==> config.mk <==
export PLATFORM = sky130hd
export DESIGN_NAME = rgb_min_max_normalize_unit
export DESIGN_NICKNAME = d
export VERILOG_FILES = /design/src/rtl/rmmn_pkg.sv /design/src/rtl/rgb_min_max_normalize_unit.sv /design/src/rtl/rmmn_div.sv /design/src/rtl/rmmn_lane.sv /design/src/rtl/rmmn_merge.sv
export SDC_FILE = /design/constraint.sdc
export NUM_CORES = 1
export LEC_CHECK = 0
export BUFFER_PORTS_ARGS = -buffer_cell sky130_fd_sc_hd__buf_2
export CAP_MARGIN = 40
export CORE_AREA = 2 2 302 230
export CTS_CLUSTER_SIZE = 14
export DETAILED_ROUTE_END_ITERATION = 10
export DIE_AREA = 0 0 304 232
export HOLD_SLACK_MARGIN = 0.1
export MAX_ROUTING_LAYER = met4
export PLACE_DENSITY = 0.64
export SLEW_MARGIN = 10
export SYNTH_ARGS = -nofsm -noshare
export SYNTH_HDL_FRONTEND = slang
export SYNTH_SLANG_ARGS = --single-unit
==> constraint.sdc <==
create_clock -name aclk -period 9.5 [get_ports aclk]
set_input_delay 1.9 -clock aclk [delete_from_list [all_inputs] [get_ports aclk]]
set_output_delay 1.9 -clock aclk [all_outputs]
set_load 0.02 [all_outputs]
==> src/rtl/rmmn_pkg.sv <==
// Package for the RGB min/max normalise unit.
// Holds widths, register indexes, the sequencer state type and the lane control struct.
// No dependencies.
package rmmn_pkg;

    // Pixel and arithmetic widths
    localparam int PIX_W     = 8;
    localparam int DIFF_W    = PIX_W + 1;
    localparam int PROD_W    = 2 * PIX_W;
    localparam int VAL_W     = PROD_W + 2;
    localparam int DIV_STEPS = PROD_W;
    localparam int CNT_W     = $clog2(DIV_STEPS);
    localparam int LANES     = 3;
    localparam int CFG_IDX_W = 3;

    localparam logic [PIX_W-1:0] PIX_MIN = '0;
    localparam logic [PIX_W-1:0] PIX_MAX = '1;

    // Configuration register indexes
    localparam logic [CFG_IDX_W-1:0] REG_TARGET_LOW_RED    = 3'd0;
    localparam logic [CFG_IDX_W-1:0] REG_TARGET_HIGH_RED   = 3'd1;
    localparam logic [CFG_IDX_W-1:0] REG_TARGET_LOW_GREEN  = 3'd2;
    localparam logic [CFG_IDX_W-1:0] REG_TARGET_HIGH_GREEN = 3'd3;
    localparam logic [CFG_IDX_W-1:0] REG_TARGET_LOW_BLUE   = 3'd4;
    localparam logic [CFG_IDX_W-1:0] REG_TARGET_HIGH_BLUE  = 3'd5;

    // Sequencer states
    typedef enum logic [1:0] {
        ST_IDLE,
        ST_MUL,
        ST_DIV,
        ST_OUT
    } seq_state_t;

    // Control from the sequencer to every lane
    typedef struct packed {
        logic scan;
        logic restart;
        logic load;
        logic mul;
        logic div_step;
    } lane_ctrl_t;

endpackage

==> src/rtl/rgb_min_max_normalize_unit.sv <==
// Channel  | Direction | Ports                           | Content
// s_       | in        | s_tvalid s_tready s_tdata s_tuser | pixel, mode and frame start
// m_       | out       | m_tvalid m_tready m_tdata       | stretched pixel
// cfg_     | in        | cfg_wr_en cfg_index cfg_wdata   | target low/high per channel
//
// A scan transaction updates min/max at the edge that accepts it.
// A map transaction is captured at its accepting edge; m_tvalid rises after one multiply,
// 16 steps of the serial divider in each lane and one output load. The next transaction
// is taken once the result sits in the output register, so while a map transaction is
// in progress no new transaction, scan or map, is accepted.
// Reset (aresetn, synchronous, active low) sets min to 255, max to 0 and the targets
// to 0..255. A stalled output holds the sequencer in its last state until taken.
module rgb_min_max_normalize_unit
    import rmmn_pkg::*;
(
    input  logic                   aclk,
    input  logic                   aresetn,
    input  logic                   s_tvalid,
    output logic                   s_tready,
    input  logic [LANES*PIX_W-1:0] s_tdata,   // in_red, in_green, in_blue
    input  logic [1:0]             s_tuser,   // mode, frame_start
    output logic                   m_tvalid,
    input  logic                   m_tready,
    output logic [LANES*PIX_W-1:0] m_tdata,   // out_red, out_green, out_blue
    input  logic                   cfg_wr_en,
    input  logic [CFG_IDX_W-1:0]   cfg_index,
    input  logic [PIX_W-1:0]       cfg_wdata
);

    seq_state_t        state_reg, state_next;
    logic [CNT_W-1:0]  count_reg, count_next;
    logic [PIX_W-1:0]  low_reg  [LANES];
    logic [PIX_W-1:0]  high_reg [LANES];
    logic [PIX_W-1:0]  lane_res [LANES];
    lane_ctrl_t        ctrl;
    logic              accept;
    logic              out_load;
    logic              out_free;

    // Configuration writes
    always_ff @(posedge aclk) begin
        if (!aresetn) begin
            for (int i = 0; i < LANES; i++) begin
                low_reg[i]  <= PIX_MIN;
                high_reg[i] <= PIX_MAX;
            end
        end else if (cfg_wr_en) begin
            unique case (cfg_index)
                REG_TARGET_LOW_RED:    low_reg[0]  <= cfg_wdata;
                REG_TARGET_HIGH_RED:   high_reg[0] <= cfg_wdata;
                REG_TARGET_LOW_GREEN:  low_reg[1]  <= cfg_wdata;
                REG_TARGET_HIGH_GREEN: high_reg[1] <= cfg_wdata;
                REG_TARGET_LOW_BLUE:   low_reg[2]  <= cfg_wdata;
                REG_TARGET_HIGH_BLUE:  high_reg[2] <= cfg_wdata;
                default: ;
            endcase
        end
    end

    // Sequencer state register
    always_ff @(posedge aclk) begin
        if (!aresetn) begin
            state_reg <= ST_IDLE;
            count_reg <= '0;
        end else begin
            state_reg <= state_next;
            count_reg <= count_next;
        end
    end

    assign accept = s_tvalid && s_tready;

    // Next state and lane control
    always_comb begin
        state_next    = state_reg;
        count_next    = count_reg;
        s_tready      = 1'b0;
        out_load      = 1'b0;
        ctrl.scan     = 1'b0;
        ctrl.restart  = s_tuser[1];
        ctrl.load     = 1'b0;
        ctrl.mul      = 1'b0;
        ctrl.div_step = 1'b0;
        unique case (state_reg)
            ST_IDLE: begin
                s_tready  = 1'b1;
                ctrl.scan = s_tvalid && !s_tuser[0];
                ctrl.load = s_tvalid && s_tuser[0];
                if (s_tvalid && s_tuser[0]) begin
                    state_next = ST_MUL;
                end
            end
            ST_MUL: begin
                ctrl.mul   = 1'b1;
                count_next = '0;
                state_next = ST_DIV;
            end
            ST_DIV: begin
                ctrl.div_step = 1'b1;
                count_next    = count_reg + 1'b1;
                if (count_reg == CNT_W'(DIV_STEPS - 1)) begin
                    state_next = ST_OUT;
                end
            end
            ST_OUT: begin
                out_load = 1'b1;
                if (out_free) begin
                    state_next = ST_IDLE;
                end
            end
            default: state_next = ST_IDLE;
        endcase
    end

    // One lane per colour channel
    for (genvar g = 0; g < LANES; g++) begin : g_lane
        rmmn_lane u_lane (
            .aclk        (aclk),
            .aresetn     (aresetn),
            .ctrl        (ctrl),
            .pixel       (s_tdata[g*PIX_W +: PIX_W]),
            .target_low  (low_reg[g]),
            .target_high (high_reg[g]),
            .result      (lane_res[g])
        );
    end

    rmmn_merge u_merge (
        .aclk      (aclk),
        .aresetn   (aresetn),
        .load      (out_load),
        .res_red   (lane_res[0]),
        .res_green (lane_res[1]),
        .res_blue  (lane_res[2]),
        .m_tready  (m_tready),
        .m_tvalid  (m_tvalid),
        .m_tdata   (m_tdata),
        .free      (out_free)
    );

    // A map transaction goes straight to the multiply cycle
    a_map_to_mul: assert property (@(posedge aclk) disable iff (!aresetn)
        accept && s_tuser[0] |=> state_reg == ST_MUL)
        else $error("map transaction did not start the multiply");

    // Division always starts from a cleared step count
    a_div_start: assert property (@(posedge aclk) disable iff (!aresetn)
        state_reg == ST_MUL |=> state_reg == ST_DIV && count_reg == '0)
        else $error("divide did not start at step zero");

    // A result appears only after the output state
    a_result_src: assert property (@(posedge aclk) disable iff (!aresetn)
        $rose(m_tvalid) |-> $past(state_reg == ST_OUT))
        else $error("result raised outside the output state");

endmodule

==> src/rtl/rmmn_div.sv <==
// Serial restoring divider, one quotient bit per step.
// Unsigned dividend of PROD_W bits over a PIX_W-bit divisor.
// Depends on rmmn_pkg.
module rmmn_div
    import rmmn_pkg::*;
(
    input  logic              aclk,
    input  logic              load,
    input  logic              step,
    input  logic [PROD_W-1:0] dividend,
    input  logic [PIX_W-1:0]  divisor,
    output logic [PROD_W-1:0] quotient
);

    logic [PROD_W-1:0] quo_reg, quo_next;
    logic [PIX_W-1:0]  rem_reg, rem_next;
    logic [PIX_W-1:0]  dsr_reg;
    logic [PIX_W:0]    shifted;
    logic [PIX_W:0]    trial;

    // Shift in the next dividend bit and try the subtraction
    always_comb begin
        shifted  = {rem_reg, quo_reg[PROD_W-1]};
        trial    = shifted - {1'b0, dsr_reg};
        rem_next = rem_reg;
        quo_next = quo_reg;
        if (load) begin
            rem_next = '0;
            quo_next = dividend;
        end else if (step) begin
            if (shifted >= {1'b0, dsr_reg}) begin
                rem_next = trial[PIX_W-1:0];
                quo_next = {quo_reg[PROD_W-2:0], 1'b1};
            end else begin
                rem_next = shifted[PIX_W-1:0];
                quo_next = {quo_reg[PROD_W-2:0], 1'b0};
            end
        end
    end

    always_ff @(posedge aclk) begin
        rem_reg <= rem_next;
        quo_reg <= quo_next;
        if (load) begin
            dsr_reg <= divisor;
        end
    end

    assign quotient = quo_reg;

endmodule

==> src/rtl/rmmn_lane.sv <==
// One colour channel: min/max tracking, stretch multiply, divide and saturate.
// Instantiates rmmn_div; driven by the sequencer through lane_ctrl_t.
// Depends on rmmn_pkg.
module rmmn_lane
    import rmmn_pkg::*;
(
    input  logic             aclk,
    input  logic             aresetn,
    input  lane_ctrl_t       ctrl,
    input  logic [PIX_W-1:0] pixel,
    input  logic [PIX_W-1:0] target_low,
    input  logic [PIX_W-1:0] target_high,
    output logic [PIX_W-1:0] result
);

    logic [PIX_W-1:0]  min_reg, min_next;
    logic [PIX_W-1:0]  max_reg, max_next;
    logic [PIX_W-1:0]  base_min, base_max;
    logic [DIFF_W-1:0] diff_reg, span_reg, den_reg;
    logic [PIX_W-1:0]  low_reg;
    logic              neg_reg;
    logic              flat_reg;
    logic [DIFF_W-1:0] diff_abs, span_abs, den_abs;
    logic [PROD_W-1:0] product;
    logic [PROD_W-1:0] quo_mag;
    logic [VAL_W-1:0]  quo_signed;
    logic [VAL_W-1:0]  value;

    // Track min and max; a restart folds the pixel into the reset values
    always_comb begin
        base_min = ctrl.restart ? PIX_MAX : min_reg;
        base_max = ctrl.restart ? PIX_MIN : max_reg;
        min_next = min_reg;
        max_next = max_reg;
        if (ctrl.scan) begin
            min_next = (pixel < base_min) ? pixel : base_min;
            max_next = (pixel > base_max) ? pixel : base_max;
        end
    end

    always_ff @(posedge aclk) begin
        if (!aresetn) begin
            min_reg <= PIX_MAX;
            max_reg <= PIX_MIN;
        end else begin
            min_reg <= min_next;
            max_reg <= max_next;
        end
    end

    // Capture the signed differences of a map transaction
    always_ff @(posedge aclk) begin
        if (ctrl.load) begin
            diff_reg <= {1'b0, pixel} - {1'b0, min_reg};
            den_reg  <= {1'b0, max_reg} - {1'b0, min_reg};
            span_reg <= {1'b0, target_high} - {1'b0, target_low};
            low_reg  <= target_low;
        end
    end

    // Magnitudes and sign for the unsigned multiply and divide
    always_comb begin
        diff_abs = diff_reg[DIFF_W-1] ? (~diff_reg + 1'b1) : diff_reg;
        span_abs = span_reg[DIFF_W-1] ? (~span_reg + 1'b1) : span_reg;
        den_abs  = den_reg[DIFF_W-1]  ? (~den_reg + 1'b1)  : den_reg;
        product  = diff_abs[PIX_W-1:0] * span_abs[PIX_W-1:0];
    end

    always_ff @(posedge aclk) begin
        if (ctrl.mul) begin
            neg_reg  <= diff_reg[DIFF_W-1] ^ span_reg[DIFF_W-1] ^ den_reg[DIFF_W-1];
            flat_reg <= (den_reg == '0);
        end
    end

    rmmn_div u_div (
        .aclk     (aclk),
        .load     (ctrl.mul),
        .step     (ctrl.div_step),
        .dividend (product),
        .divisor  (den_abs[PIX_W-1:0]),
        .quotient (quo_mag)
    );

    // Restore the sign (truncation toward zero), add the low target, saturate; a flat range gives the low target
    always_comb begin
        quo_signed = neg_reg ? (~{2'b00, quo_mag} + 1'b1) : {2'b00, quo_mag};
        value      = quo_signed + {{(VAL_W-PIX_W){1'b0}}, low_reg};
        if (flat_reg) begin
            result = low_reg;
        end else if (value[VAL_W-1]) begin
            result = PIX_MIN;
        end else if (value[VAL_W-2:PIX_W] != '0) begin
            result = PIX_MAX;
        end else begin
            result = value[PIX_W-1:0];
        end
    end

endmodule

==> src/rtl/rmmn_merge.sv <==
// Output stage: gathers the three lane results into one result transaction.
// Holds the result until the downstream side takes it.
// Depends on rmmn_pkg.
module rmmn_merge
    import rmmn_pkg::*;
(
    input  logic                   aclk,
    input  logic                   aresetn,
    input  logic                   load,
    input  logic [PIX_W-1:0]       res_red,
    input  logic [PIX_W-1:0]       res_green,
    input  logic [PIX_W-1:0]       res_blue,
    input  logic                   m_tready,
    output logic                   m_tvalid,
    output logic [LANES*PIX_W-1:0] m_tdata,
    output logic                   free
);

    logic                   valid_reg, valid_next;
    logic [LANES*PIX_W-1:0] data_reg;

    // The register is free when empty or when its transaction leaves now
    assign free = !valid_reg || m_tready;

    always_comb begin
        valid_next = valid_reg;
        if (load && free) begin
            valid_next = 1'b1;
        end else if (m_tready) begin
            valid_next = 1'b0;
        end
    end

    always_ff @(posedge aclk) begin
        if (!aresetn) begin
            valid_reg <= 1'b0;
        end else begin
            valid_reg <= valid_next;
        end
    end

    // Pack red lowest, blue highest
    always_ff @(posedge aclk) begin
        if (load && free) begin
            data_reg <= {res_blue, res_green, res_red};
        end
    end

    assign m_tvalid = valid_reg;
    assign m_tdata  = data_reg;

endmodule
# Word level (Yosys, flattened, before mapping)
# Memory sizes are Yosys's and may differ from the RTL's.
# Index checks and enable logic that the tools add are counted.
[classes] addsub=28 mul=3 magnitude_cmp=9 n_eq_ne=12 muxes=89 bitwise=24 n_reduce_logical=18
[ops] op="8-bit 2-to-1 mux" count=39
[ops] op="16-bit 2-to-1 mux" count=6
[ops] op="8-bit by 8-bit subtractor with 9-bit output" count=9
[ops] op="8-bit by 1-bit adder with 8-bit output, second input constant" count=9
[ops] op="8-bit NOT" count=9
[ops] op="18-bit by 1-bit adder with 18-bit output, second input constant" count=3
[ops] op="18-bit by 8-bit adder with 18-bit output" count=3
[ops] op="18-bit 2-to-1 mux" count=3
[ops] op="16-bit NOT with 18-bit output" count=3
[ops] op="8-bit by 8-bit multiplier with 16-bit output" count=3
[ops] op="1-bit 2-to-1 mux" count=36
[ops] op="9-bit by 8-bit greater-or-equal comparator with 1-bit output" count=3
[ops] op="9-bit logical NOT" count=3
[ops] op="9-bit nonzero test" count=3
[ops] op="8-bit greater-than comparator" count=3
[ops] op="8-bit less-than comparator" count=3
[ops] op="8-bit subtractor" count=3
[ops] op="2-bit one-hot mux with 4 select lines" count=1
[ops] op="4-bit one-hot mux with 2 select lines" count=1
[ops] op="3-bit by 2-bit == test with 1-bit output, second input constant" count=2
[ops] op="3-bit == test, second input constant" count=2
[ops] op="2-bit 2-to-1 mux" count=3
[ops] op="1-bit OR" count=6
[ops] op="2-bit nonzero test" count=3
[ops] op="14 further kinds" count=24
[word_totals] reg_bits=286 ramBits=48 inputBits=42 output_inout_bits=26 word_cells=222 memories=2
[memory_table] name="high_reg" words=3 width=8 read_ports=3 rd_clocked_by_memory_dff=0 write_ports=3 line_no="rgb_min_max_normalize_unit.sv:33" source="logic [PIX_W-1:0] high_reg [LANES];"
[memory_table] name="low_reg" words=3 width=8 read_ports=3 rd_clocked_by_memory_dff=0 write_ports=3 line_no="rgb_min_max_normalize_unit.sv:32" source="logic [PIX_W-1:0] low_reg [LANES];"

# Depth between registers and ports, before layout
[logic_depth] ltp_word=8 mapped_depth=22 depth_no_buf=22

# Cells and area by module
# Synthesis repeated with hierarchy kept, for this count alone.
[unflattened] cells_unflattened=2752 hier_area_um2=27475.1
[modules_own_cells] mod="rmmn_lane at g_lane[2].u_lane" n_inst=1 cells_each=728 area_each_um2=6603.8 seq_area_each_um2=1431.4
[modules_own_cells] mod="rmmn_lane at g_lane[1].u_lane" n_inst=1 cells_each=727 area_each_um2=6553.8 seq_area_each_um2=1431.4
[modules_own_cells] mod="rmmn_lane at g_lane[0].u_lane" n_inst=1 cells_each=741 area_each_um2=6517.5 seq_area_each_um2=1431.4
[modules_own_cells] mod="rmmn_div" n_inst=3 cells_each=135 area_each_um2=1672.9 seq_area_each_um2=880.8
[modules_own_cells] mod="rgb_min_max_normalize_unit" n_inst=1 cells_each=122 area_each_um2=2003.2 seq_area_each_um2=1561.5
[modules_own_cells] mod="rmmn_merge" n_inst=1 cells_each=29 area_each_um2=778.2 seq_area_each_um2=740.7

# Worst setup path after synthesis
# Ideal clock, no wire load.
[synth_timing] path_kind="reg2reg" from="register g_lane[0].u_lane.span_reg[0]" to="register g_lane[0].u_lane.u_div.quo_reg[14], data pin" setup_time_ps=260 arrival_time_ps=5030 t_required_ps=9240 slack_ps=4210 stages_incl_launch_ff=18 n_path_buf=0 synth_period_minus_slack_ps=5290 cell_sequence="edfxtp_1 or3_1 o31ai_1 xor2_1 nor2_1 fa_1 fa_1 fa_1 inv_1 fa_1 inv_1 ha_1 nand2_1 o21ai_0 a41oi_1 a211oi_1 xnor2_1 mux2_2"
[synth_via] elab_chain_len=5
[synth_lines] element="from (decl)" line_no="rmmn_lane.sv:19" source="logic [DIFF_W-1:0] diff_reg, span_reg, den_reg;"
[synth_lines] element="from (signal assigned)" line_no="rmmn_lane.sv:56" source="span_reg <= {1'b0, target_high} - {1'b0, target_low};"
[synth_lines] element="8-bit NOT" line_no="rmmn_lane.sv:64" source="span_abs = span_reg[DIFF_W-1] ? (~span_reg + 1'b1) : span_reg;"
[synth_lines] element="8-bit by 1-bit adder with 8-bit output" line_no="rmmn_lane.sv:64"
[synth_lines] element="8-bit 2-to-1 mux (*)" line_no="rmmn_lane.sv:64"
[synth_lines] element="8-bit by 8-bit multiplier with 16-bit output (*)" line_no="rmmn_lane.sv:66" source="product = diff_abs[PIX_W-1:0] * span_abs[PIX_W-1:0];"
[synth_lines] element="16-bit 2-to-1 mux (*)" line_no="rmmn_div.sv:27" source="if (load) begin"
[synth_lines] element="named net g_lane[0].u_lane.u_div.quo_next[14]" line_no="rmmn_div.sv:15" source="logic [PROD_W-1:0] quo_reg, quo_next;"
[synth_lines] element="to (signal assigned)" line_no="rmmn_div.sv:43" source="quo_reg <= quo_next;"
[synth_lines] element="to (decl)" line_no="rmmn_div.sv:15"
# The timed path passes the listed nets; every way through them passes the cells marked *.
# A chain may end at the register's enable or synchronous reset.

# Final worst setup path
[layout_timing] from="register g_lane[1].u_lane.diff_reg[0]" to="register g_lane[1].u_lane.u_div.quo_reg[15], data pin"
[layout_via] elab_chain_len=5
[layout_lines] element="from (decl)" line_no="rmmn_lane.sv:19"
[layout_lines] element="from (signal assigned)" line_no="rmmn_lane.sv:54" source="diff_reg <= {1'b0, pixel} - {1'b0, min_reg};"
[layout_lines] element="8-bit NOT" line_no="rmmn_lane.sv:63" source="diff_abs = diff_reg[DIFF_W-1] ? (~diff_reg + 1'b1) : diff_reg;"
[layout_lines] element="8-bit by 1-bit adder with 8-bit output" line_no="rmmn_lane.sv:63"
[layout_lines] element="8-bit 2-to-1 mux (*)" line_no="rmmn_lane.sv:63"
[layout_lines] element="8-bit by 8-bit multiplier with 16-bit output (*)" line_no="rmmn_lane.sv:66"
[layout_lines] element="16-bit 2-to-1 mux (*)" line_no="rmmn_div.sv:27"
[layout_lines] element="named net g_lane[1].u_lane.u_div.quo_next[15]" line_no="rmmn_div.sv:15"
[layout_lines] element="to (signal assigned)" line_no="rmmn_div.sv:43"
[layout_lines] element="to (decl)" line_no="rmmn_div.sv:15"
# Marked as above.

==> results.md <==
- IO Count: 68
- Die Height: about 230 um
- Routed wire length per instance: 16.2 um
- Async SR Flop Fraction: 0%
- Slew HR: between 30% and 40%
- Most common cell in the netlist: inv_1
- Die width: 304 um
- GR Overflow Total: 0
- CP Class: flip-flop to flip-flop
- Compound-Gate Fraction of Synth Area: 14.4%
- Fraction of the mapped netlist area in simple logic gates: between 10 and 15%
- Crit Path Max Fanout: 8
- Tightest Pin Transition: 0.913 ns
- Max Cap Viol: 0
- Hold Buf Count CTS: 0
- Syn Std Cell Area: around 27000 sq um
- Initial antenna violation count: 2
- Final wirelength: approximately 60000 um
- Metal2 WL: 22900 um
- XOR/XNOR Fraction of Synth Area: 6.64%
- Area grow syn2layout: 10.1%
- First-pass GRT wire length: 98400 um
- Filler cell count: 6413
- Data arrival, critical path: roughly 6.3 ns
- # DRC: 0
- Gate Count Post-Synth: about 2.7k
- N_diodes: 0
- R2R Setup Slk: 3.62 ns
- Max Clk Rate: 170 MHz
- Post-synth top area share: 28.6%
- Ys Warns: 0
- Area of the multi-input gates: roughly 16000 sq um
- RSZ-0062 raised after global routing: no
- Port buffer count: 67
- Synth top cells by count: inv_1 (307), ha_1 (290), nor2_1 (275)
- Mux contribution to synthesized area: approximately 2.5%
- Vias in the first global route: 18.3k
- Worst endpoint required time: around 10 ns
- Depth of the CTS H-tree: 2
- Slew Limit Fails: 0
- CTS resizes: 0
- Largest net degree at the start of global routing: 65
- Distinct cells, synth: 86
- Initial core utilization: 39.6%
- Clk sinks: ~330
- FP Rows: 83
- Fin Setup TNS: 0 ns
- Final worst path period share: about 62%
- Worst Setup SP: g_lane[1].u_lane.diff_reg[0]
- CP most frequent cell: inv_1
- Share of cells above drive strength 1: around a tenth
- Largest family of logic cells by synthesized area: adder cells
- Synth Register Bits: between 300 and 400
- Number of synthesized flops with an enable pin: 255
- Vias/cell: around 5.2
- Final min period: approximately 5.9 ns
- Skew final: 0.0238 ns
- Synth top area cells: edfxtp_1 (29%), ha_1 (14%), fa_1 (9.2%)
- Vias: 19.3k
- Sequential area share after synthesis: between 30% and 40%
- Antenna viol nets, final: 0
- Status: finished clean
- Critical path launch point type: flip-flop
- RR Startpoint: g_lane[1].u_lane.diff_reg[0]
- Clock root cell: clkbuf_16
- Setup Buffers After CTS: 0
- Reg clk slew, reported paths: ~0.070 ns
- Hold crit path type: flip-flop to flip-flop
- Max reg flops: 48
- Max clock buf depth: 3
- DIE AREA: 70500 sq um
- Top Layer Used: met4
- HPWL Detailed: 46700 um
- Total track usage: 17.6%
- Mapped Nets: 3177
- CP peak stage delay: 0.58 ns
- TritonCTS clock tree: done
- Worst setup EP type: flip-flop
- Adder-cell share of the synthesized area: 22.7%
- Later-pin clock latency in the skew report: 0.57 ns
- Area leader, netlist: edfxtp_1
- # setup viols final: 0
- TritonCTS Buffers: 39
- Reg area: just over 9000 sq um
- Met1 Wirelength: around 32000 um
- Placer Congestion: 0.882
- Hold Violations, Final: 0
- Iteration count of the initial detailed-routing pass: 5
- Initial detailed-routing violation count: 1364
- Post-Syn Area per Cell: just under 10 sq um
- Most used DFF post-synth: edfxtp_1
- Worst r2r path cells: 22
- Critical path's slowest cell: xor2_1
- Met3 routed WL: 4240 um
- # nets final: 3240
- Critical-path cell list: inv_1 -> ha_1 -> nand2b_1 -> o21ai_0 -> xor2_1 -> nor2_1 -> fa_1 -> inv_1 -> fa_1 -> inv_1 -> fa_1 -> inv_1 -> fa_1 -> inv_1 -> ha_1 -> inv_1 -> a21o_1 -> a21o_1 -> a21oi_1 -> nor3_1 -> or3_1 -> a31oi_1
- Core Box Area: 67600 sq um
- Hold path depth: 0
- Hold_sp: low_reg[0][2]
==> kinds of logic after synthesis <==
kind of cell | after synthesis
adders and majority gates | 413
DFF | 334
muxes | 62
AOI/OAI and AO/OA | 577
buffers and inverters | 379
and+or+nand+nor | 756
xor gates and xnor gates | 201
==> path summary, 6_finish.rpt <==
check	end
worst min-delay path	g_lane[0].u_lane.low_reg[2]
worst max register to register	g_lane[1].u_lane.u_div.quotient[15]
worst max-delay path	g_lane[1].u_lane.u_div.quotient[15]
worst min register to register	g_lane[0].u_lane.low_reg[2]
==> cells in the final DEF (no fill, tap or decap), types with 11 or more instances in the layout <==
cell type / count
a21o_1: 57
o31ai_1: 31
o21a_1: 11
edfxtp_1: 255
clkbuf_16: 41
nand2b_1: 85
a21oi_1: 128
o22ai_1: 13
and2_1: 14
xnor2_1: 117
nor2_1: 275
inv_1: 307
nand3_1: 29
nand4_1: 14
xor2_1: 83
mux2i_1: 24
or3_1: 32
nor3_1: 28
dfxtp_1: 79
o22a_1: 27
ha_1: 287
nand2_1: 129
a21boi_0: 12
nor2b_1: 46
mux2_2: 38
a31oi_1: 19
nor4_1: 14
buf_2: 72
or2_2: 44
o21bai_1: 12
o21ai_0: 134
buf_4: 15
fa_1: 123
a211oi_1: 28
==> metrics by stage <==
stage,cells,hold slack (ns),util (%),setup WS [ns],area (sq um)
global route,3707,0.472,43.6,3.25,29500
CTS,3707,0.454,43.6,3.64,29500
floorplan,2722,0.426,-,4.21,26800
global placement,3627,0.435,41.6,3.81,28100
finish,3707,0.452,43.6,3.62,29500
detailed placement,3636,0.438,41.7,3.68,28200
==> layout make-up <==
type                       count  share of cell area [%]
sequential                   334                    31.3
clock inverter                27                   0.819
multi-input combinational   2009                    54.7
inverter                     310                    3.94
timing repair buffer          91                    1.87
tap                          892                    3.78
clock buffer                  44                    3.52
==> metal layers <==
layer / vias up / global-route usage [%]
met3: 58 / 3.38
li1: 9690 / -
met1: 9113 / 27.3
met5: - / -
met4: 0 / 3.62
met2: 470 / 23.2
==> worst max-delay path, delay by kind of cell (launching register included) <==
family | cells | cell delay (ns)
compound gates | 5 | 0.91
xor+xnor | 1 | 0.58
fa+ha+maj | 6 | 2.57
buf+inv | 6 | 0.51
flops | 1 | 0.44
simple gates | 4 | 0.69
Power is left out: the tool's default activity adds up to more than one toggle a clock period on the data nets, which glitch-free logic cannot reach.
